===== src/hw/rtl/twsa_pkg.sv =====
// shared types and constants of the two-wire status and address unit
package twsa_pkg;

  // event codes carried in the action field of a request
  typedef enum logic [3:0] {
    ACT_CTRL_WRITE     = 4'd0,
    ACT_DATA_WRITE     = 4'd1,
    ACT_HOST_START     = 4'd2,
    ACT_HOST_STANDBY   = 4'd3,
    ACT_HOST_RX        = 4'd4,
    ACT_ARB_LOST       = 4'd5,
    ACT_CLIENT_ADDR    = 4'd6,
    ACT_CLIENT_STANDBY = 4'd7,
    ACT_CLIENT_RX      = 4'd8,
    ACT_ACK_SENT       = 4'd9,
    ACT_ACK_RCVD       = 4'd10,
    ACT_START_STOP     = 4'd11
  } action_t;

  // configuration register indexes
  localparam logic [1:0] CFG_OWN_ADDRESS  = 2'd0;
  localparam logic [1:0] CFG_ADDRESS_MASK = 2'd1;
  localparam logic [1:0] CFG_GC_ENABLE    = 2'd2;

  // status codes, bus status shifted right by three
  localparam logic [4:0] ST_HOST_START        = 5'd1;
  localparam logic [4:0] ST_HOST_AW_ACK       = 5'd3;
  localparam logic [4:0] ST_HOST_AW_NACK      = 5'd4;
  localparam logic [4:0] ST_HOST_DW_ACK       = 5'd5;
  localparam logic [4:0] ST_HOST_DW_NACK      = 5'd6;
  localparam logic [4:0] ST_HOST_ARB_LOST     = 5'd7;
  localparam logic [4:0] ST_HOST_AR_ACK       = 5'd8;
  localparam logic [4:0] ST_HOST_AR_NACK      = 5'd9;
  localparam logic [4:0] ST_HOST_DR_ACK       = 5'd10;
  localparam logic [4:0] ST_HOST_DR_NACK      = 5'd11;
  localparam logic [4:0] ST_CL_AW             = 5'd12;
  localparam logic [4:0] ST_CL_AW_AL          = 5'd13;
  localparam logic [4:0] ST_CL_GC             = 5'd14;
  localparam logic [4:0] ST_CL_GC_AL          = 5'd15;
  localparam logic [4:0] ST_CL_DATA_ACK       = 5'd16;
  localparam logic [4:0] ST_CL_DATA_NACK      = 5'd17;
  localparam logic [4:0] ST_CL_GC_DATA_ACK    = 5'd18;
  localparam logic [4:0] ST_CL_GC_DATA_NACK   = 5'd19;
  localparam logic [4:0] ST_CL_STOP_RESTART   = 5'd20;
  localparam logic [4:0] ST_CL_AR             = 5'd21;
  localparam logic [4:0] ST_CL_AR_AL          = 5'd22;
  localparam logic [4:0] ST_CL_TX_ACK         = 5'd23;
  localparam logic [4:0] ST_CL_TX_NACK        = 5'd24;
  localparam logic [4:0] ST_CL_TX_LAST_ACK    = 5'd25;
  localparam logic [4:0] ST_NO_STATE          = 5'd31;

  localparam logic [6:0] OWN_ADDRESS_RESET = 7'h7F;
  localparam logic [7:0] DATA_RESET        = 8'hFF;

  typedef struct packed {
    logic [6:0] own_address;
    logic [6:0] address_mask;
    logic       general_call_enable;
  } cfg_t;

  typedef struct packed {
    logic [3:0] action;
    logic [7:0] byte_value;
    logic       first_byte;
    logic       read_not_write;
    logic       ack_bit;
    logic       host_lost_arbitration;
    logic       enable_bit;
    logic       flag_clear_bit;
    logic       ack_enable_bit;
    logic       start_bit;
    logic       stop_bit;
    logic       was_addressed;
  } item_t;

  typedef struct packed {
    logic [4:0] status;
    logic       flag;
    logic [7:0] data;
    logic       ack_enable;
    logic       latched_ack;
    logic       general_call_seen;
    logic       enabled;
  } state_t;

  typedef struct packed {
    logic [4:0] status_code;
    logic       interrupt_flag;
    logic [7:0] data_byte;
    logic       ack_reply;
    logic       command_valid;
    logic       command_start;
    logic       command_stop;
  } result_t;

  // outcome of the own-address compare
  typedef struct packed {
    logic hit;
    logic general_call;
  } match_t;

endpackage


===== src/hw/rtl/twsa_req_if.sv =====
// request channel of the two-wire status and address unit
interface twsa_req_if;
  logic       valid;
  logic       ready;
  logic [3:0] action;
  logic [7:0] byte_value;
  logic       first_byte;
  logic       read_not_write;
  logic       ack_bit;
  logic       host_lost_arbitration;
  logic       enable_bit;
  logic       flag_clear_bit;
  logic       ack_enable_bit;
  logic       start_bit;
  logic       stop_bit;
  logic       was_addressed;

  modport source (
    output valid, action, byte_value, first_byte, read_not_write, ack_bit,
           host_lost_arbitration, enable_bit, flag_clear_bit, ack_enable_bit,
           start_bit, stop_bit, was_addressed,
    input  ready
  );

  modport sink (
    input  valid, action, byte_value, first_byte, read_not_write, ack_bit,
           host_lost_arbitration, enable_bit, flag_clear_bit, ack_enable_bit,
           start_bit, stop_bit, was_addressed,
    output ready
  );
endinterface


===== src/hw/rtl/twsa_rsp_if.sv =====
// result channel of the two-wire status and address unit
interface twsa_rsp_if;
  logic       valid;
  logic       ready;
  logic [4:0] status_code;
  logic       interrupt_flag;
  logic [7:0] data_byte;
  logic       ack_reply;
  logic       command_valid;
  logic       command_start;
  logic       command_stop;

  modport source (
    output valid, status_code, interrupt_flag, data_byte, ack_reply,
           command_valid, command_start, command_stop,
    input  ready
  );

  modport sink (
    input  valid, status_code, interrupt_flag, data_byte, ack_reply,
           command_valid, command_start, command_stop,
    output ready
  );
endinterface


===== src/hw/rtl/twsa_addr_match.sv =====
// own-address and general-call compare for a received address byte
module twsa_addr_match (
  input  logic             [7:0] addr_rw,
  input  twsa_pkg::cfg_t         cfg,
  output twsa_pkg::match_t       match
);

  logic [6:0] addr;

  assign addr = addr_rw[7:1];

  always_comb begin
    match.general_call = (addr_rw == 8'h00) && cfg.general_call_enable;
    match.hit = match.general_call ||
                ((cfg.own_address | cfg.address_mask) == (addr | cfg.address_mask));
  end

endmodule


===== src/hw/rtl/twsa_event_logic.sv =====
// next state and result for one event
module twsa_event_logic (
  input  twsa_pkg::state_t  st,
  input  twsa_pkg::item_t   item,
  input  twsa_pkg::match_t  match,
  output twsa_pkg::state_t  st_next,
  output twsa_pkg::result_t res
);

  logic       cleared;
  logic       raise;
  logic [4:0] code;

  always_comb begin
    st_next = st;
    res     = '0;
    cleared = 1'b0;
    raise   = 1'b0;
    code    = twsa_pkg::ST_NO_STATE;

    case (twsa_pkg::action_t'(item.action))
      twsa_pkg::ACT_CTRL_WRITE: begin
        st_next.enabled    = item.enable_bit;
        st_next.ack_enable = item.ack_enable_bit;
        cleared = ~st.flag;
        if (item.flag_clear_bit) begin
          st_next.status = twsa_pkg::ST_NO_STATE;
          st_next.flag   = 1'b0;
          cleared        = 1'b1;
        end
        if (item.enable_bit && cleared) begin
          st_next.latched_ack = item.ack_enable_bit;
          res.command_valid   = 1'b1;
          res.command_stop    = item.stop_bit;
          res.command_start   = item.start_bit & ~item.stop_bit;
        end
      end
      twsa_pkg::ACT_DATA_WRITE: begin
        if (st.flag) st_next.data = item.byte_value;
      end
      twsa_pkg::ACT_HOST_START: begin
        raise = 1'b1;
        code  = twsa_pkg::ST_HOST_START;
      end
      twsa_pkg::ACT_HOST_STANDBY: begin
        raise = 1'b1;
        if (item.first_byte) begin
          if (item.read_not_write)
            code = item.ack_bit ? twsa_pkg::ST_HOST_AR_ACK : twsa_pkg::ST_HOST_AR_NACK;
          else
            code = item.ack_bit ? twsa_pkg::ST_HOST_AW_ACK : twsa_pkg::ST_HOST_AW_NACK;
        end else begin
          if (item.read_not_write)
            code = item.ack_bit ? twsa_pkg::ST_HOST_DR_ACK : twsa_pkg::ST_HOST_DR_NACK;
          else
            code = item.ack_bit ? twsa_pkg::ST_HOST_DW_ACK : twsa_pkg::ST_HOST_DW_NACK;
        end
      end
      twsa_pkg::ACT_HOST_RX: begin
        st_next.data  = item.byte_value;
        res.ack_reply = st.ack_enable;
      end
      twsa_pkg::ACT_ARB_LOST: begin
        raise = 1'b1;
        code  = twsa_pkg::ST_HOST_ARB_LOST;
      end
      twsa_pkg::ACT_CLIENT_ADDR: begin
        // compare result is not used while acks are disabled
        if (st.ack_enable) begin
          st_next.general_call_seen = match.general_call;
          res.ack_reply             = match.hit;
        end
      end
      twsa_pkg::ACT_CLIENT_STANDBY: begin
        if (item.first_byte) begin
          raise = 1'b1;
          if (item.read_not_write)
            code = item.host_lost_arbitration ? twsa_pkg::ST_CL_AR_AL : twsa_pkg::ST_CL_AR;
          else if (st.general_call_seen)
            code = item.host_lost_arbitration ? twsa_pkg::ST_CL_GC_AL : twsa_pkg::ST_CL_GC;
          else
            code = item.host_lost_arbitration ? twsa_pkg::ST_CL_AW_AL : twsa_pkg::ST_CL_AW;
        end
      end
      twsa_pkg::ACT_CLIENT_RX: begin
        st_next.data  = item.byte_value;
        res.ack_reply = st.latched_ack;
      end
      twsa_pkg::ACT_ACK_SENT: begin
        raise = 1'b1;
        if (st.general_call_seen)
          code = st.latched_ack ? twsa_pkg::ST_CL_GC_DATA_ACK : twsa_pkg::ST_CL_GC_DATA_NACK;
        else
          code = st.latched_ack ? twsa_pkg::ST_CL_DATA_ACK : twsa_pkg::ST_CL_DATA_NACK;
      end
      twsa_pkg::ACT_ACK_RCVD: begin
        raise = 1'b1;
        if (!item.ack_bit)
          code = twsa_pkg::ST_CL_TX_NACK;
        else if (st.latched_ack)
          code = twsa_pkg::ST_CL_TX_ACK;
        else
          code = twsa_pkg::ST_CL_TX_LAST_ACK;
      end
      twsa_pkg::ACT_START_STOP: begin
        if (item.was_addressed) begin
          raise = 1'b1;
          code  = twsa_pkg::ST_CL_STOP_RESTART;
        end
      end
      default: begin
      end
    endcase

    // status only loads over "no state", flag sets regardless
    if (raise) begin
      if (st.status == twsa_pkg::ST_NO_STATE) st_next.status = code;
      st_next.flag = 1'b1;
    end

    res.status_code    = st_next.status;
    res.interrupt_flag = st_next.flag;
    res.data_byte      = st_next.data;
  end

endmodule


===== src/hw/rtl/twi_status_and_address_unit.sv =====
// top level of the two-wire status and address unit
//
// register-side logic of a two-wire serial controller. each request carries
// one event (control write, data write, or a host/client bus-engine event)
// and yields exactly one result with the status code, interrupt flag, data
// byte, ack reply and an optional start/stop/continue command. a request is
// captured in an input register, resolved by one level of combinational
// logic against the status state, and lands in a result register; a new
// request is taken every cycle while the result side keeps up. the status
// state is updated as the request moves into the result register, so
// back-to-back requests see each other's effects in order. configuration
// (own address, address mask, general-call enable) is written through
// cfg_we/cfg_index/cfg_data only while no request is in flight, a rule for
// the user, not enforced by the block; indexes beyond the list are ignored.
module twi_status_and_address_unit (
  input  logic             clk,
  input  logic             rst,
  twsa_req_if.sink         req,
  twsa_rsp_if.source       rsp,
  input  logic             cfg_we,
  input  logic       [1:0] cfg_index,
  input  logic       [6:0] cfg_data
);

  twsa_pkg::cfg_t    cfg;
  twsa_pkg::state_t  st;
  twsa_pkg::state_t  st_next;
  twsa_pkg::item_t   item;
  twsa_pkg::item_t   item_in;
  twsa_pkg::match_t  match;
  twsa_pkg::result_t res;
  twsa_pkg::result_t res_q;
  logic              item_valid;
  logic              rsp_valid;
  logic              advance;
  logic              fire;

  // result register frees up when empty or being taken
  assign advance   = ~rsp_valid | rsp.ready;
  assign fire      = item_valid & advance;
  assign req.ready = ~item_valid | advance;

  always_comb begin
    item_in.action                = req.action;
    item_in.byte_value            = req.byte_value;
    item_in.first_byte            = req.first_byte;
    item_in.read_not_write        = req.read_not_write;
    item_in.ack_bit               = req.ack_bit;
    item_in.host_lost_arbitration = req.host_lost_arbitration;
    item_in.enable_bit            = req.enable_bit;
    item_in.flag_clear_bit        = req.flag_clear_bit;
    item_in.ack_enable_bit        = req.ack_enable_bit;
    item_in.start_bit             = req.start_bit;
    item_in.stop_bit              = req.stop_bit;
    item_in.was_addressed         = req.was_addressed;
  end

  // configuration registers
  always_ff @(posedge clk) begin
    if (rst) begin
      cfg.own_address         <= twsa_pkg::OWN_ADDRESS_RESET;
      cfg.address_mask        <= '0;
      cfg.general_call_enable <= 1'b0;
    end else if (cfg_we) begin
      case (cfg_index)
        twsa_pkg::CFG_OWN_ADDRESS:  cfg.own_address         <= cfg_data;
        twsa_pkg::CFG_ADDRESS_MASK: cfg.address_mask        <= cfg_data;
        twsa_pkg::CFG_GC_ENABLE:    cfg.general_call_enable <= cfg_data[0];
        default: begin
        end
      endcase
    end
  end

  // input register
  always_ff @(posedge clk) begin
    if (rst) begin
      item_valid <= 1'b0;
    end else if (req.ready) begin
      item_valid <= req.valid;
    end
  end

  always_ff @(posedge clk) begin
    if (req.valid && req.ready) begin
      item <= item_in;
    end
  end

  twsa_addr_match u_addr_match (
    .addr_rw (item.byte_value),
    .cfg     (cfg),
    .match   (match)
  );

  twsa_event_logic u_event_logic (
    .st      (st),
    .item    (item),
    .match   (match),
    .st_next (st_next),
    .res     (res)
  );

  // status state, committed as the event moves into the result register
  always_ff @(posedge clk) begin
    if (rst) begin
      st.status            <= twsa_pkg::ST_NO_STATE;
      st.flag              <= 1'b0;
      st.data              <= twsa_pkg::DATA_RESET;
      st.ack_enable        <= 1'b0;
      st.latched_ack       <= 1'b0;
      st.general_call_seen <= 1'b0;
      st.enabled           <= 1'b0;
    end else if (fire) begin
      st <= st_next;
    end
  end

  // result register
  always_ff @(posedge clk) begin
    if (rst) begin
      rsp_valid <= 1'b0;
    end else if (advance) begin
      rsp_valid <= item_valid;
    end
  end

  always_ff @(posedge clk) begin
    if (fire) begin
      res_q <= res;
    end
  end

  assign rsp.valid          = rsp_valid;
  assign rsp.status_code    = res_q.status_code;
  assign rsp.interrupt_flag = res_q.interrupt_flag;
  assign rsp.data_byte      = res_q.data_byte;
  assign rsp.ack_reply      = res_q.ack_reply;
  assign rsp.command_valid  = res_q.command_valid;
  assign rsp.command_start  = res_q.command_start;
  assign rsp.command_stop   = res_q.command_stop;

endmodule

===== src/flat_wrapper.sv =====
// flat-port wrapper written by rule: the top's interface ports become plain ports
module twi_status_and_address_unit_flat 
  (clk, rst, cfg_we, cfg_index, cfg_data, req_valid, req_action, req_byte_value, req_first_byte, req_read_not_write, req_ack_bit, req_host_lost_arbitration, req_enable_bit, req_flag_clear_bit, req_ack_enable_bit, req_start_bit, req_stop_bit, req_was_addressed, req_ready, rsp_valid, rsp_status_code, rsp_interrupt_flag, rsp_data_byte, rsp_ack_reply, rsp_command_valid, rsp_command_start, rsp_command_stop, rsp_ready);
  twsa_req_if req_i ();
  twsa_rsp_if rsp_i ();
  input  logic clk;
  input  logic rst;
  input  logic cfg_we;
  input  logic       [1:0] cfg_index;
  input  logic       [6:0] cfg_data;
  input wire logic [$bits(req_i.valid)-1:0] req_valid;
  input wire logic [$bits(req_i.action)-1:0] req_action;
  input wire logic [$bits(req_i.byte_value)-1:0] req_byte_value;
  input wire logic [$bits(req_i.first_byte)-1:0] req_first_byte;
  input wire logic [$bits(req_i.read_not_write)-1:0] req_read_not_write;
  input wire logic [$bits(req_i.ack_bit)-1:0] req_ack_bit;
  input wire logic [$bits(req_i.host_lost_arbitration)-1:0] req_host_lost_arbitration;
  input wire logic [$bits(req_i.enable_bit)-1:0] req_enable_bit;
  input wire logic [$bits(req_i.flag_clear_bit)-1:0] req_flag_clear_bit;
  input wire logic [$bits(req_i.ack_enable_bit)-1:0] req_ack_enable_bit;
  input wire logic [$bits(req_i.start_bit)-1:0] req_start_bit;
  input wire logic [$bits(req_i.stop_bit)-1:0] req_stop_bit;
  input wire logic [$bits(req_i.was_addressed)-1:0] req_was_addressed;
  output wire logic [$bits(req_i.ready)-1:0] req_ready;
  output wire logic [$bits(rsp_i.valid)-1:0] rsp_valid;
  output wire logic [$bits(rsp_i.status_code)-1:0] rsp_status_code;
  output wire logic [$bits(rsp_i.interrupt_flag)-1:0] rsp_interrupt_flag;
  output wire logic [$bits(rsp_i.data_byte)-1:0] rsp_data_byte;
  output wire logic [$bits(rsp_i.ack_reply)-1:0] rsp_ack_reply;
  output wire logic [$bits(rsp_i.command_valid)-1:0] rsp_command_valid;
  output wire logic [$bits(rsp_i.command_start)-1:0] rsp_command_start;
  output wire logic [$bits(rsp_i.command_stop)-1:0] rsp_command_stop;
  input wire logic [$bits(rsp_i.ready)-1:0] rsp_ready;
  assign req_i.valid = req_valid;
  assign req_i.action = req_action;
  assign req_i.byte_value = req_byte_value;
  assign req_i.first_byte = req_first_byte;
  assign req_i.read_not_write = req_read_not_write;
  assign req_i.ack_bit = req_ack_bit;
  assign req_i.host_lost_arbitration = req_host_lost_arbitration;
  assign req_i.enable_bit = req_enable_bit;
  assign req_i.flag_clear_bit = req_flag_clear_bit;
  assign req_i.ack_enable_bit = req_ack_enable_bit;
  assign req_i.start_bit = req_start_bit;
  assign req_i.stop_bit = req_stop_bit;
  assign req_i.was_addressed = req_was_addressed;
  assign req_ready = req_i.ready;
  assign rsp_valid = rsp_i.valid;
  assign rsp_status_code = rsp_i.status_code;
  assign rsp_interrupt_flag = rsp_i.interrupt_flag;
  assign rsp_data_byte = rsp_i.data_byte;
  assign rsp_ack_reply = rsp_i.ack_reply;
  assign rsp_command_valid = rsp_i.command_valid;
  assign rsp_command_start = rsp_i.command_start;
  assign rsp_command_stop = rsp_i.command_stop;
  assign rsp_i.ready = rsp_ready;
  twi_status_and_address_unit u_core (.clk(clk), .rst(rst), .req(req_i), .rsp(rsp_i), .cfg_we(cfg_we), .cfg_index(cfg_index), .cfg_data(cfg_data));
endmodule

===== config.mk =====
export PLATFORM = sky130hd
export DESIGN_NAME = twi_status_and_address_unit_flat
export DESIGN_NICKNAME = d
export VERILOG_FILES = /design/src/hw/rtl/twsa_pkg.sv /design/src/hw/rtl/twsa_req_if.sv /design/src/hw/rtl/twsa_rsp_if.sv /design/src/hw/rtl/twsa_addr_match.sv /design/src/hw/rtl/twsa_event_logic.sv /design/src/hw/rtl/twi_status_and_address_unit.sv /design/src/flat_wrapper.sv
export SDC_FILE = /design/constraint.sdc
export NUM_CORES = 1
export LEC_CHECK = 0
export ABC_AREA = 1
export BUFFER_PORTS_ARGS = -buffer_cell sky130_fd_sc_hd__buf_4
export CAP_MARGIN = 20
export CORE_MARGIN = 10
export CORE_UTILIZATION = 45
export DETAILED_ROUTE_END_ITERATION = 8
export PLACE_DENSITY = 0.66
export SKIP_CTS_REPAIR_TIMING = 1
export SYNTH_ARGS = -nofsm -noshare
export SYNTH_HDL_FRONTEND = slang
export SYNTH_SLANG_ARGS = --single-unit

===== constraint.sdc =====
create_clock -name clk -period 4.3 [get_ports clk]
set_input_delay 0.215 -clock clk [delete_from_list [all_inputs] [get_ports clk]]
set_output_delay 0.215 -clock clk [all_outputs]
set_load 0.1 [all_outputs]

; Yosys cells after proc, flatten, opt, wreduce, memory -nomap -nowiden
; Index checks and enable logic that the tools add are counted.
[word_totals]
regBits = 74
input_bits = 36
word_cells = 105
[classes]
eq_ne = 15
muxes = 34
bitwise_logic = 10
reduce_logical = 16
[ops]
columns = op, count
row1 = $pmux 5 s7, 1
row2 = $mux 4, 5
row3 = $mux 5, 4
row4 = $mux 6, 3
row5 = $eq 4x3->1 const B, 4
row6 = $eq 4x4->1 const B, 4
row7 = $pmux 8 s2, 1
row8 = $or 7x7->7, 2
row9 = $mux 1, 11
row10 = $reduce_and 2->1, 5
row11 = $eq 4x2->1 const B, 2
row12 = $logic_not 8->1, 1
row13 = $mux 2, 4
row14 = $mux 8, 1
row15 = $eq 7x7->1, 1
row16 = $mux 3, 2
row17 = $pmux 1 s3, 2
row18 = $reduce_and 3->1, 2
row19 = $eq 5x5->1 const B, 1
row20 = $reduce_or 5->1, 1
row21 = $eq 4x1->1 const B, 1
row22 = $logic_not 4->1, 1
row23 = $not 1->1, 4
row24 = $logic_and 1x1->1, 3
row25 = 7 further kinds, 9

; Logic depth before layout (Yosys ltp)
; Gate-level depths: netlist of run 1.
[depth]
depth_word = 7
depth_mapped = 11

; Modules after synthesis
; From an unflattened synthesis of run 1, not the netlist that was laid out.
[unflattened]
cells_unflattened = 448
hier_area_um2 = 3649.8
[by_module_without_submodules]
columns = module, n_inst, cells_per_inst, area_each_um2, seq_area_each_um2
row1 = twi_status_and_address_unit, 1, 227, 2606.2, 1901.8
row2 = twsa_event_logic, 1, 170, 825.8, 0.0
row3 = twsa_addr_match, 1, 51, 217.7, 0.0

; Worst setup path before layout of run 1
; Ideal clock, no wire load.
[synth_path]
path_type = flip-flop to flip-flop
start = reg u_core.rsp_valid, in the netlist u_core.rsp.valid
end = reg u_core.item[0] (netlist name)
arrival_time_ps = 2566
path_slack_ps = 1386
stages_incl_launch_ff = 4
n_path_buf = 0
period_less_slack_ps = 2914
path_cell_list = dfxtp_1 nand3_1 nand2_1 inv_1
[synth_via]
elab_chain_len = 4
[synth_lines]
columns = item, line
row1 = start: declaration, twi_status_and_address_unit.sv:34  ; logic rsp_valid;
row2 = start signal: assignment, twi_status_and_address_unit.sv:124  ; rsp_valid <= item_valid;
row3 = $not 1->1, twi_status_and_address_unit.sv:39  ; assign advance = ~rsp_valid | rsp.ready;
row4 = $or 1x1->1, twi_status_and_address_unit.sv:39
row5 = $or 1x1->1, twi_status_and_address_unit.sv:41  ; assign req.ready = ~item_valid | advance;
row6 = named net req_ready, flat_wrapper.sv:24  ; output wire logic [$bits(req_i.ready)-1:0] req_ready;
row7 = $logic_and 1x1->1, twi_status_and_address_unit.sv:85  ; if (req.valid && req.ready) begin
; The timed path passes the listed nets, and every way through them passes these cells.
; A chain may end at the register's enable or synchronous reset.

; Worst setup path in the final report of run 1
[layout_path]
start = reg u_core.rsp_valid, in the netlist u_core.rsp.valid
end = reg u_core.st[1] (netlist name)
[layout_via]
elab_chain_len = 4
[layout_lines]
columns = item, line
row1 = $not 1->1, twi_status_and_address_unit.sv:39
row2 = $or 1x1->1, twi_status_and_address_unit.sv:39
row3 = $and 1x1->1, twi_status_and_address_unit.sv:40  ; assign fire = item_valid & advance;
row4 = $reduce_and 3->1 (no line), -
; Every way passes these cells.

==> metrics.md, run 1 <==
| Metric | Value |
|---|---|
| Status | completed |
| Critical path fanouts, max | 23 |
| Synth warn | 0 |
| Critical path class | register to register |
| Detail Placement HPWL | 5.23 mm |
| Share of the synthesized area in the top cell type | 36.6% |
| 1st-iter DRT viols | 131 |
| Slew margin rel. | 40.8% |
| Static Leak | 1.79 nW |
| Drt pass-1 iters | 4 |
| Arrival time worst endpoint | 2.49 ns |
| Most common library cell in the layout ignoring fill and taps | nand2_1 |
| Final Hold Vio Count | 0 |
| Top post-synthesis cells by area | edfxtp_1 (37%), dfxtp_1 (21%), nand2_1 (13%) |
| Clock sink count | 74 |
| Synth Area per Inst | 8.45 um^2 |
| Final TNS setup | 0 ns |
| Post-DP Area | 0.00380 mm^2 |
| Hold endpoint | u_core.item[11]$_DFFE_PP_ |
| NumNets Final | 489 |
| # IOs | 56 |
| Post-Syn Nets | 428 |
| Antenna Diode Count | 0 |
| FF-to-FF Start | u_core.rsp.valid$_SDFFE_PP0P_ |
| Most frequent cells in the layout | nand2_1 (118), buf_4 (56), inv_1 (45) |
| CP Buf/Inv Count | 2 |
| Core area | 0.00718 mm^2 |
| Synth cell types | 23 |
| TritonCTS clock tree | yes |
| Max-Cap Viols | 0 |
| Synthesized area | 0.00329 mm^2 |
| Peak VDD IR | 240 uV |
| H-tree levels | 3 |
| Worst setup SP type | register |
| Worst setup EP type | register |
| Period minus WS final | 2.26 ns |
| Overflow after GRT | 0 |
| Yosys reg bits | 74 |
| Delay-heaviest family, CP | buffers and inverters |
| Worst setup margin | 2.04 ns |
| Fill count | 705 |
| Dpl cells | 537 |
| Multi-input logic area | 0.00120 mm^2 |
| GR Util All Layers | 13.3% |
| Share of cells above drive strength 1 | 17.6% |
| HP Start | req_byte_value[1] |
| Pwr dens | 393 mW/mm^2 |
| Initial antenna violation count | 0 |
| Initial Utilization | 45.8% |
| WL/cell | 13.0 um |
| First-pass GRT wire length | 12.2 mm |
| Mapped Cells | 389 |
| Largest net degree at the start of global routing | 35 |
| CTS Buf Count | 9 |
| Register Area | 0.00188 mm^2 |
| Sequential-to-total area share from yosys stat | 57.3% |
| DRC Markers | 0 |
| Clk_skew | 0.00612 ns |
| Area delta synth->final | 22.2% |
| Final cycle utilization of the critical path | 52.6% |
| ANT nets after route | 0 |
| FF-to-FF path depth | 8 |
| Pre-CTS WS | 1.66 ns |
| Finished Layout Cells | 554 |
| Post-layout util | 56.0% |
| Design Area, Final | 0.00402 mm^2 |
| Row count | 31 |
| WHS Path Cells | 1 |
| RSZ-0062 raised after global routing | false |
| R2r endpoint | u_core.st[1]$_SDFFE_PP0P_ |
| Clock transition at path regs | 0.08 ns |
| Flop2flop setup slack | 2.04 ns |
| Worst Hold Class | primary input to register |
| Via-to-Cell Ratio | 4.82 |
| Clock Tree Root | clkbuf_8 |
| Die ar. | 0.0111 mm^2 |
| Die Y | 105 um |
| GPL Wtd Cong | 0.839 |
| Port-buffer cells | 55 |
| Clk buf depth | 2 |
| Die width | 105 um |
| Via count | 2671 |
| WP data required | 4.53 ns |
| Peak Freq | 442 MHz |
| Final WL | 7.20 mm |
| Most frequent CP cell | nand2_1 |
| Worst path max stage delay | 0.60 ns |
| Slew Limit Fails | 0 |
| Final setup vio count | 0 |
| Crit-path cells | nand2_1, nand2_1, clkinv_1, buf_16, nand2_1, nor2_1, o21ai_0, a21oi_1 |
| Skew-Pair Late Insertion Delay | 0.34 ns |
| Worst Max-Slew Pin Slew | 0.888 ns |
| Slowest cell on crit path | clkinv_1 |
| Vias in the first global route | 2541 |
| Cell taking the most area after synthesis | edfxtp_1 |
## worst max path at each step
stage                                  start  depth (start not counted)  slack, ns                        end
3_3_place_gp                       rsp_ready                          9       1.72  u_core.st[1]$_SDFFE_PP0P_
3_5_place_dp                       rsp_ready                          9       1.66  u_core.st[1]$_SDFFE_PP0P_
5_1_grt        u_core.rsp.valid$_SDFFE_PP0P_                          8       1.84  u_core.st[1]$_SDFFE_PP0P_
4_1_cts        u_core.rsp.valid$_SDFFE_PP0P_                          7       1.62  u_core.st[1]$_SDFFE_PP0P_
6_report       u_core.rsp.valid$_SDFFE_PP0P_                          8       2.04  u_core.st[1]$_SDFFE_PP0P_
2_1_floorplan  u_core.rsp.valid$_SDFFE_PP0P_                          3       1.39   u_core.item[0]$_DFFE_PP_
## metal layers
layer | track usage (%) | up-vias | wire (um) | share of wire (%)
li1 | - | 1401 | - | -
met1 | 17.8 | 1188 | 3420 | 47
met2 | 19.7 | 71 | 3200 | 44
met3 | 3.78 | 11 | 471 | 6.5
met4 | 5.59 | 0 | 114 | 1.6
met5 | 0 | - | 0 | 0
## registers in the layout (all words and copies together), names as in the netlist
| name | count |
|---|---|
| u_core.rsp.status_code | 5 |
| u_core.item | 22 |
| u_core.rsp.interrupt_flag | 1 |
| u_core.cfg | 15 |
| u_core.item_valid | 1 |
| u_core.rsp.command_valid | 1 |
| u_core.rsp.data_byte | 8 |
| u_core.rsp.valid | 1 |
| u_core.rsp.command_start | 1 |
| u_core.st | 17 |
| u_core.rsp.command_stop | 1 |
| u_core.rsp.ack_reply | 1 |
## Yosys cell counts
cell type,instances
o21ai_0,18
o211ai_1,7
nor2_4,1
clkinv_1,2
nor2_2,4
edfxtp_1,40
a21boi_0,4
clkbuf_1,7
nor3_1,6
nand3_1,34
inv_1,45
nand2_2,1
a21oi_1,24
or2_2,2
o21ai_1,1
o21ai_2,1
nand3_2,1
dfxtp_1,34
ha_1,3
nor2_1,32
nand3b_1,3
nand4_1,1
nand2_1,118
## cells by family after synthesis
family,synth area share (%)
compound gates,9.33
flops,57.3
simple gates,26.1
fa+ha+maj,1.14
buf+inv,6.17
## layout make-up
cell class / count / area share (%)
Sequential cell: 74 / 46.9
Multi-Input combinational cell: 261 / 29.9
Timing Repair Buffer: 57 / 11.2
Inverter: 47 / 4.39
Clock buffer: 10 / 3.18
Tap cell: 99 / 3.08
Clock inverter: 6 / 1.43
## metrics by stage
stage               total power, mW  hold WS (ns)
floorplan                      1.00         0.314
global placement               1.07         0.394
detailed placement             1.08         0.394
CTS                            1.59        0.0254
global route                   1.65        0.0197
finish                         1.58        0.0415
## power by group
group	total, mW	switching [mW]	internal (mW)
clock network	0.514	0.250	0.263
registers	0.817	0.0245	0.792
logic	0.247	0.170	0.0769
total	1.58	0.445	1.13
No activity file was read; power rests on OpenSTA's default activity.
==> run 2: changes to the inputs <==
==> constraint.sdc (replaced) <==
create_clock -name clk -period 2.15 [get_ports clk]
set_input_delay 0.1075 -clock clk [delete_from_list [all_inputs] [get_ports clk]]
set_output_delay 0.1075 -clock clk [all_outputs]
set_load 0.1 [all_outputs]
==> metrics.md, run 2 (synthesis results as in run 1) <==
| Metric | Value |
|---|---|
| GR Util All Layers | 13.0% (-0.29 points) |
| Worst path max stage delay | 0.51 ns (-0.09 ns) |
| Share of cells above drive strength 1 | 17.4% (-0.19 points) |
| Register Area | 0.00188 mm^2 (about the same) |
| Via count | 2797 (+4.7%) |
| Core area | 0.00718 mm^2 (unchanged) |
| Area delta synth->final | 29.2% |
| Worst setup EP type | register |
| DRC Markers | 0 (unchanged) |
| 1st-iter DRT viols | 127 (-3.1%) |
| Multi-input logic area | 0.00121 mm^2 (+0.42%) |
| Peak VDD IR | 401 uV (+67%) |
| Final setup vio count | 0 (unchanged) |
| Slew margin rel. | 65.0% (+24 points) |
| Die width | 105 um (unchanged) |
| Critical path class | register to register |
| Largest Register | u_core.item |
| Die Y | 105 um (unchanged) |
| GPL Wtd Cong | 0.845 (+0.74%) |
| Slowest cell on crit path | edfxtp_1 |
| Antenna Diode Count | 0 (unchanged) |
| Worst Hold Class | primary input to register |
| Row count | 31 (unchanged) |
| Design Area, Final | 0.00425 mm^2 (+5.7%) |
| Clk_skew | 0.00902 ns (+0.00289 ns) |
| Worst setup SP type | register |
| Static Leak | 1.89 nW (+6.0%) |
| Delay-heaviest family, CP | simple AND/OR/NAND/NOR gates |
| Crit-path cells | nor2_2, nand2_1, nor2_1, or2_2, a21boi_0 |
| Clk buf depth | 2 (unchanged) |
| H-tree levels | 3 (unchanged) |
| Regs by FF count | u_core.item (22), u_core.st (17), u_core.cfg (15) |
| CP Buf/Inv Count | 0 (-2) |
| Design Power | 3.06 mW (+94%) |
| First-pass GRT wire length | 12.0 mm (-1.0%) |
| Clock sink count | 74 (unchanged) |
| Max reg flops | 22 (unchanged) |
| Final TNS setup | 0 ns (unchanged) |
| Die ar. | 0.0111 mm^2 (unchanged) |
| Most common library cell in the layout ignoring fill and taps | nand2_1 |
| Post-DP Area | 0.00384 mm^2 (+0.95%) |
| Worst Max-Slew Pin Slew | 0.521 ns (-0.367 ns) |
| Period minus WS final | 1.80 ns (-0.466 ns) |
| Finished Layout Cells | 582 (+5.1%) |
| # IOs | 56 (unchanged) |
| Dpl cells | 541 (+0.74%) |
| Peak Freq | 557 MHz (+26%) |
| Pwr dens | 720 mW/mm^2 (+83%) |
| Initial antenna violation count | 0 (unchanged) |
| Final cycle utilization of the critical path | 83.5% (+31 points) |
| WP data required | 2.31 ns (-2.22 ns) |
| Most frequent cells in the layout | nand2_1 (118), buf_4 (60), inv_1 (45) |
| Max-Cap Viols | 0 (unchanged) |
| Largest net degree at the start of global routing | 23 (-34%) |
| Critical path fanouts, max | 7 (-70%) |
| Clock transition at path regs | 0.07 ns (about the same) |
| Flop2flop setup slack | 0.35 ns (-1.68 ns) |
| Port-buffer cells | 55 (unchanged) |
| Detail Placement HPWL | 5.30 mm (+1.3%) |
| Clock Tree Root | clkbuf_8 |
| Overflow after GRT | 0 (unchanged) |
| Post-layout util | 59.2% (+3.2 points) |
| Arrival time worst endpoint | 1.96 ns (-0.53 ns) |
| Initial Utilization | 45.8% (unchanged) |
| Final WL | 7.44 mm (+3.2%) |
| TritonCTS clock tree | yes |
| CTS Buf Count | 9 (unchanged) |
| RSZ-0062 raised after global routing | false |
| Fill count | 663 (-6.0%) |
| Skew-Pair Late Insertion Delay | 0.33 ns (about the same) |
| Slew Limit Fails | 0 (unchanged) |
| Drt pass-1 iters | 4 (unchanged) |
| Vias in the first global route | 2575 (+1.3%) |
| Via-to-Cell Ratio | 4.81 (-0.32%) |
| NumNets Final | 517 (+5.7%) |
| Final Hold Vio Count | 0 (unchanged) |
| WL/cell | 12.8 um (-1.7%) |
| ANT nets after route | 0 (unchanged) |
| Status | completed |
==> run 2: path summary, 6_finish.rpt <==
path	startpoint	end	depth (start not counted)
max reg2reg	u_core.item[18]$_DFFE_PP_	u_core.rsp.status_code[1]$_DFFE_PP_	5
min reg2reg	u_core.cfg[6]$_SDFFE_PP0P_	u_core.cfg[6]$_SDFFE_PP0P_	2
min	cfg_data[4]	u_core.cfg[12]$_SDFFE_PP1P_	3
max	u_core.item[18]$_DFFE_PP_	u_core.rsp.status_code[1]$_DFFE_PP_	5
==> run 2: tightest hold or removal path: cells and delay by family <==
family / cells / cell delay [ns]
AOI/OAI and AO/OA: 1 / 0.07
and+or+nand+nor: 1 / 0.04
buffers and inverters: 1 / 0.08
==> run 2: area by class of cell <==
| cell class | count | share of cell area [%] |
|---|---|---|
| flip-flops and latches | 74 | 44.4 |
| clock inverters | 3 | 0.383 |
| repair buffers | 85 | 16.5 |
| inverters | 47 | 4.16 |
| well taps | 99 | 2.92 |
| multi-input cells | 261 | 28.4 |
| clock buffers | 13 | 3.27 |
==> run 2: through the flow <==
stage	hold slack, ns	setup slack, ns
finish	0.00720	0.354
global route	0.00212	0.192
CTS	-0.0716	0.380
detailed placement	0.287	0.403
global placement	0.285	0.434
floorplan	0.206	0.0395
==> run 2: routing by layer <==
layer | global-route usage, % | share of wire, % | vias up
li1 | - | - | 1449
met1 | 17.2 | 48 | 1258
met2 | 19.1 | 45 | 80
met3 | 4.87 | 5.8 | 10
met4 | 4.41 | 1.3 | 0
met5 | 0 | 0 | -
==> run 2: where the power goes <==
| part | internal (mW) | total (mW) | switching (mW) |
|---|---|---|---|
| sequential | 1.58 | 1.63 | 0.0496 |
| clock | 0.418 | 0.893 | 0.475 |
| combinational | 0.183 | 0.531 | 0.348 |
| total | 2.19 | 3.06 | 0.872 |
==> run 3: changes to the inputs <==
==> constraint.sdc (replaced) <==
create_clock -name clk -period 1.8 [get_ports clk]
set_input_delay 0.09 -clock clk [delete_from_list [all_inputs] [get_ports clk]]
set_output_delay 0.09 -clock clk [all_outputs]
set_load 0.1 [all_outputs]
==> metrics.md, run 3 (synthesis results as in run 1) <==
| Metric | Value |
|---|---|
| Delay-heaviest family, CP | simple AND/OR/NAND/NOR gates |
| Failing checks | hold timing |
| Design Power | 3.89 mW (+27%) |
| Share of cells above drive strength 1 | 18.4% (+1.1 points) |
| Worst setup EP type | register |
| H-tree levels | 3 (unchanged) |
| Detail Placement HPWL | 5.31 mm (+0.34%) |
| NumNets Final | 522 (+0.97%) |
| Final setup vio count | 0 (unchanged) |
| Final hold slack | -0.000325 ns (-0.00753 ns) |
| Slew Limit Fails | 0 (unchanged) |
| Overflow after GRT | 0 (unchanged) |
| Regs by FF count | u_core.item (22), u_core.st (17), u_core.cfg (15) |
| Via count | 2806 (+0.32%) |
| Largest net degree at the start of global routing | 23 (unchanged) |
| First-pass GRT wire length | 12.0 mm (-0.34%) |
| Most frequent CP cell | nand2_1 |
| Static Leak | 1.93 nW (+2.0%) |
| CTS Buf Count | 9 (unchanged) |
| # IOs | 56 (unchanged) |
| Max-Cap Viols | 0 (unchanged) |
| Peak Freq | 610 MHz (+9.6%) |
| Slowest cell on crit path | edfxtp_1 |
| Initial Utilization | 45.8% (unchanged) |
| Crit-path cells | inv_1, nand2_1, nor2_2, nand2_1, nand2_1, nor2_2, nor2_4, a21boi_0 |
| Clock sink count | 74 (unchanged) |
| Worst path max stage delay | 0.46 ns (-0.05 ns) |
| Max reg flops | 22 (unchanged) |
| Most frequent cells in the layout | nand2_1 (118), buf_4 (62), inv_1 (45) |
| GPL Wtd Cong | 0.834 (-1.3%) |
| Fill count | 609 (-8.1%) |
| Antenna Diode Count | 0 (unchanged) |
| Critical path class | register to register |
| TritonCTS clock tree | yes |
| 1st-iter DRT viols | 151 (+19%) |
| Initial antenna violation count | 0 (unchanged) |
| Largest Register | u_core.item |
| Slew margin rel. | 72.1% (+7.1 points) |
| Vias in the first global route | 2633 (+2.3%) |
| Area delta synth->final | 32.6% |
| Drt pass-1 iters | 5 (+1) |
| Clk_skew | 0.00977 ns (+0.000750 ns) |
| GR Util All Layers | 13.1% (+0.066 points) |
| Skew-Pair Late Insertion Delay | 0.35 ns (+0.02 ns) |
| Arrival time worst endpoint | 1.74 ns (-0.22 ns) |
| ANT nets after route | 0 (unchanged) |
| Row count | 31 (unchanged) |
| Period minus WS final | 1.64 ns (-0.157 ns) |
| Critical path fanouts, max | 8 (+1) |
| Worst Hold Class | primary input to register |
| Clock transition at path regs | 0.08 ns (about the same) |
| RSZ-0062 raised after global routing | false |
| Final cycle utilization of the critical path | 91.1% (+7.5 points) |
| Core area | 0.00718 mm^2 (unchanged) |
| Final WL | 7.43 mm (about the same) |
| Finished Layout Cells | 587 (+0.86%) |
| Peak VDD IR | 513 uV (+28%) |
| Status | finished with violations |
| Via-to-Cell Ratio | 4.78 (-0.53%) |
| Most common library cell in the layout ignoring fill and taps | nand2_1 |
| CP Buf/Inv Count | 1 (+1) |
| Clock Tree Root | clkbuf_8 |
| WP data required | 1.90 ns (-0.41 ns) |
| WL/cell | 12.7 um (-0.88%) |
| Die Y | 105 um (unchanged) |
| Die width | 105 um (unchanged) |
| DRC Markers | 0 (unchanged) |
| Worst Max-Slew Pin Slew | 0.418 ns (-0.103 ns) |
| Port-buffer cells | 55 (unchanged) |
| Worst setup SP type | register |
| Die ar. | 0.0111 mm^2 (unchanged) |
| Clk buf depth | 2 (unchanged) |
| Pwr dens | 894 mW/mm^2 (+24%) |
| Dpl cells | 543 (+0.37%) |
| Final Hold Vio Count | 1 (+1) |
| Final TNS setup | 0 ns (unchanged) |
-- run 3: changes by cell type in the layout (fill, tap and decap cells not counted), moves of 2 or more --
cell / delta
clkinvlp_4: +2
buf_4: +2
inv_6: +2
nor2_4: +2
clkbuf_1: -4
dlygate4sd3_1: +3
nor2_2: -2
-- run 3: final cells by class --
class	instances	area, um^2	share of cell area (%)
multi-input combinational	261	1220	28.1
sequential	74	1890	43.3
clock inverter	7	76.3	1.75
clock buffer	9	124	2.84
tap	99	124	2.84
timing repair buffer	90	746	17.1
inverter	47	176	4.05
-- run 3: routing by layer --
layer	track usage, %	vias to the layer above	wire length [um]
li1	-	1462	-
met1	17.6	1266	3510
met2	18.7	66	3370
met3	4.75	12	446
met4	4.90	0	99
met5	0	-	0
-- run 3: stage by stage --
step / worst slack, ns / hold WS [ns] / area (um^2) / util (%)
after floorplan: 0.0770 / 0.189 / 3300 / -
after global placement: 0.199 / 0.268 / 3860 / 53.9
after detailed placement: 0.155 / 0.269 / 3860 / 53.9
after CTS: 0.128 / -0.104 / 4070 / 56.7
after global routing: 0.0175 / 0.00150 / 4360 / 60.7
final: 0.161 / -0.000325 / 4360 / 60.7
-- run 3: worst register-to-register path, delay by kind of cell, from the launching register on --
family / cells / cell delay, ns
and+or+nand+nor: 6 / 0.68
DFF: 1 / 0.46
buffers and inverters: 1 / 0.12
AOI/OAI and AO/OA: 1 / 0.12
-- run 3: path summary, 6_finish.rpt --
path,startpoint,to,slack [ns],depth (start not counted)
max,u_core.item[21]$_DFFE_PP_,u_core.rsp.status_code[0]$_DFFE_PP_,0.16,8
min,cfg_data[0],u_core.cfg[8]$_SDFFE_PP1P_,-0.0003,3
max reg2reg,u_core.item[21]$_DFFE_PP_,u_core.rsp.status_code[0]$_DFFE_PP_,0.16,8
min reg2reg,u_core.cfg[6]$_SDFFE_PP0P_,u_core.cfg[6]$_SDFFE_PP0P_,0.46,2
-- run 3: power by group --
| group | leakage [nW] | switching (mW) | internal (mW) |
|---|---|---|---|
| Combinational | 1.18 | 0.417 | 0.227 |
| Sequential | 0.656 | 0.0594 | 1.89 |
| Clock | 0.0962 | 0.650 | 0.649 |
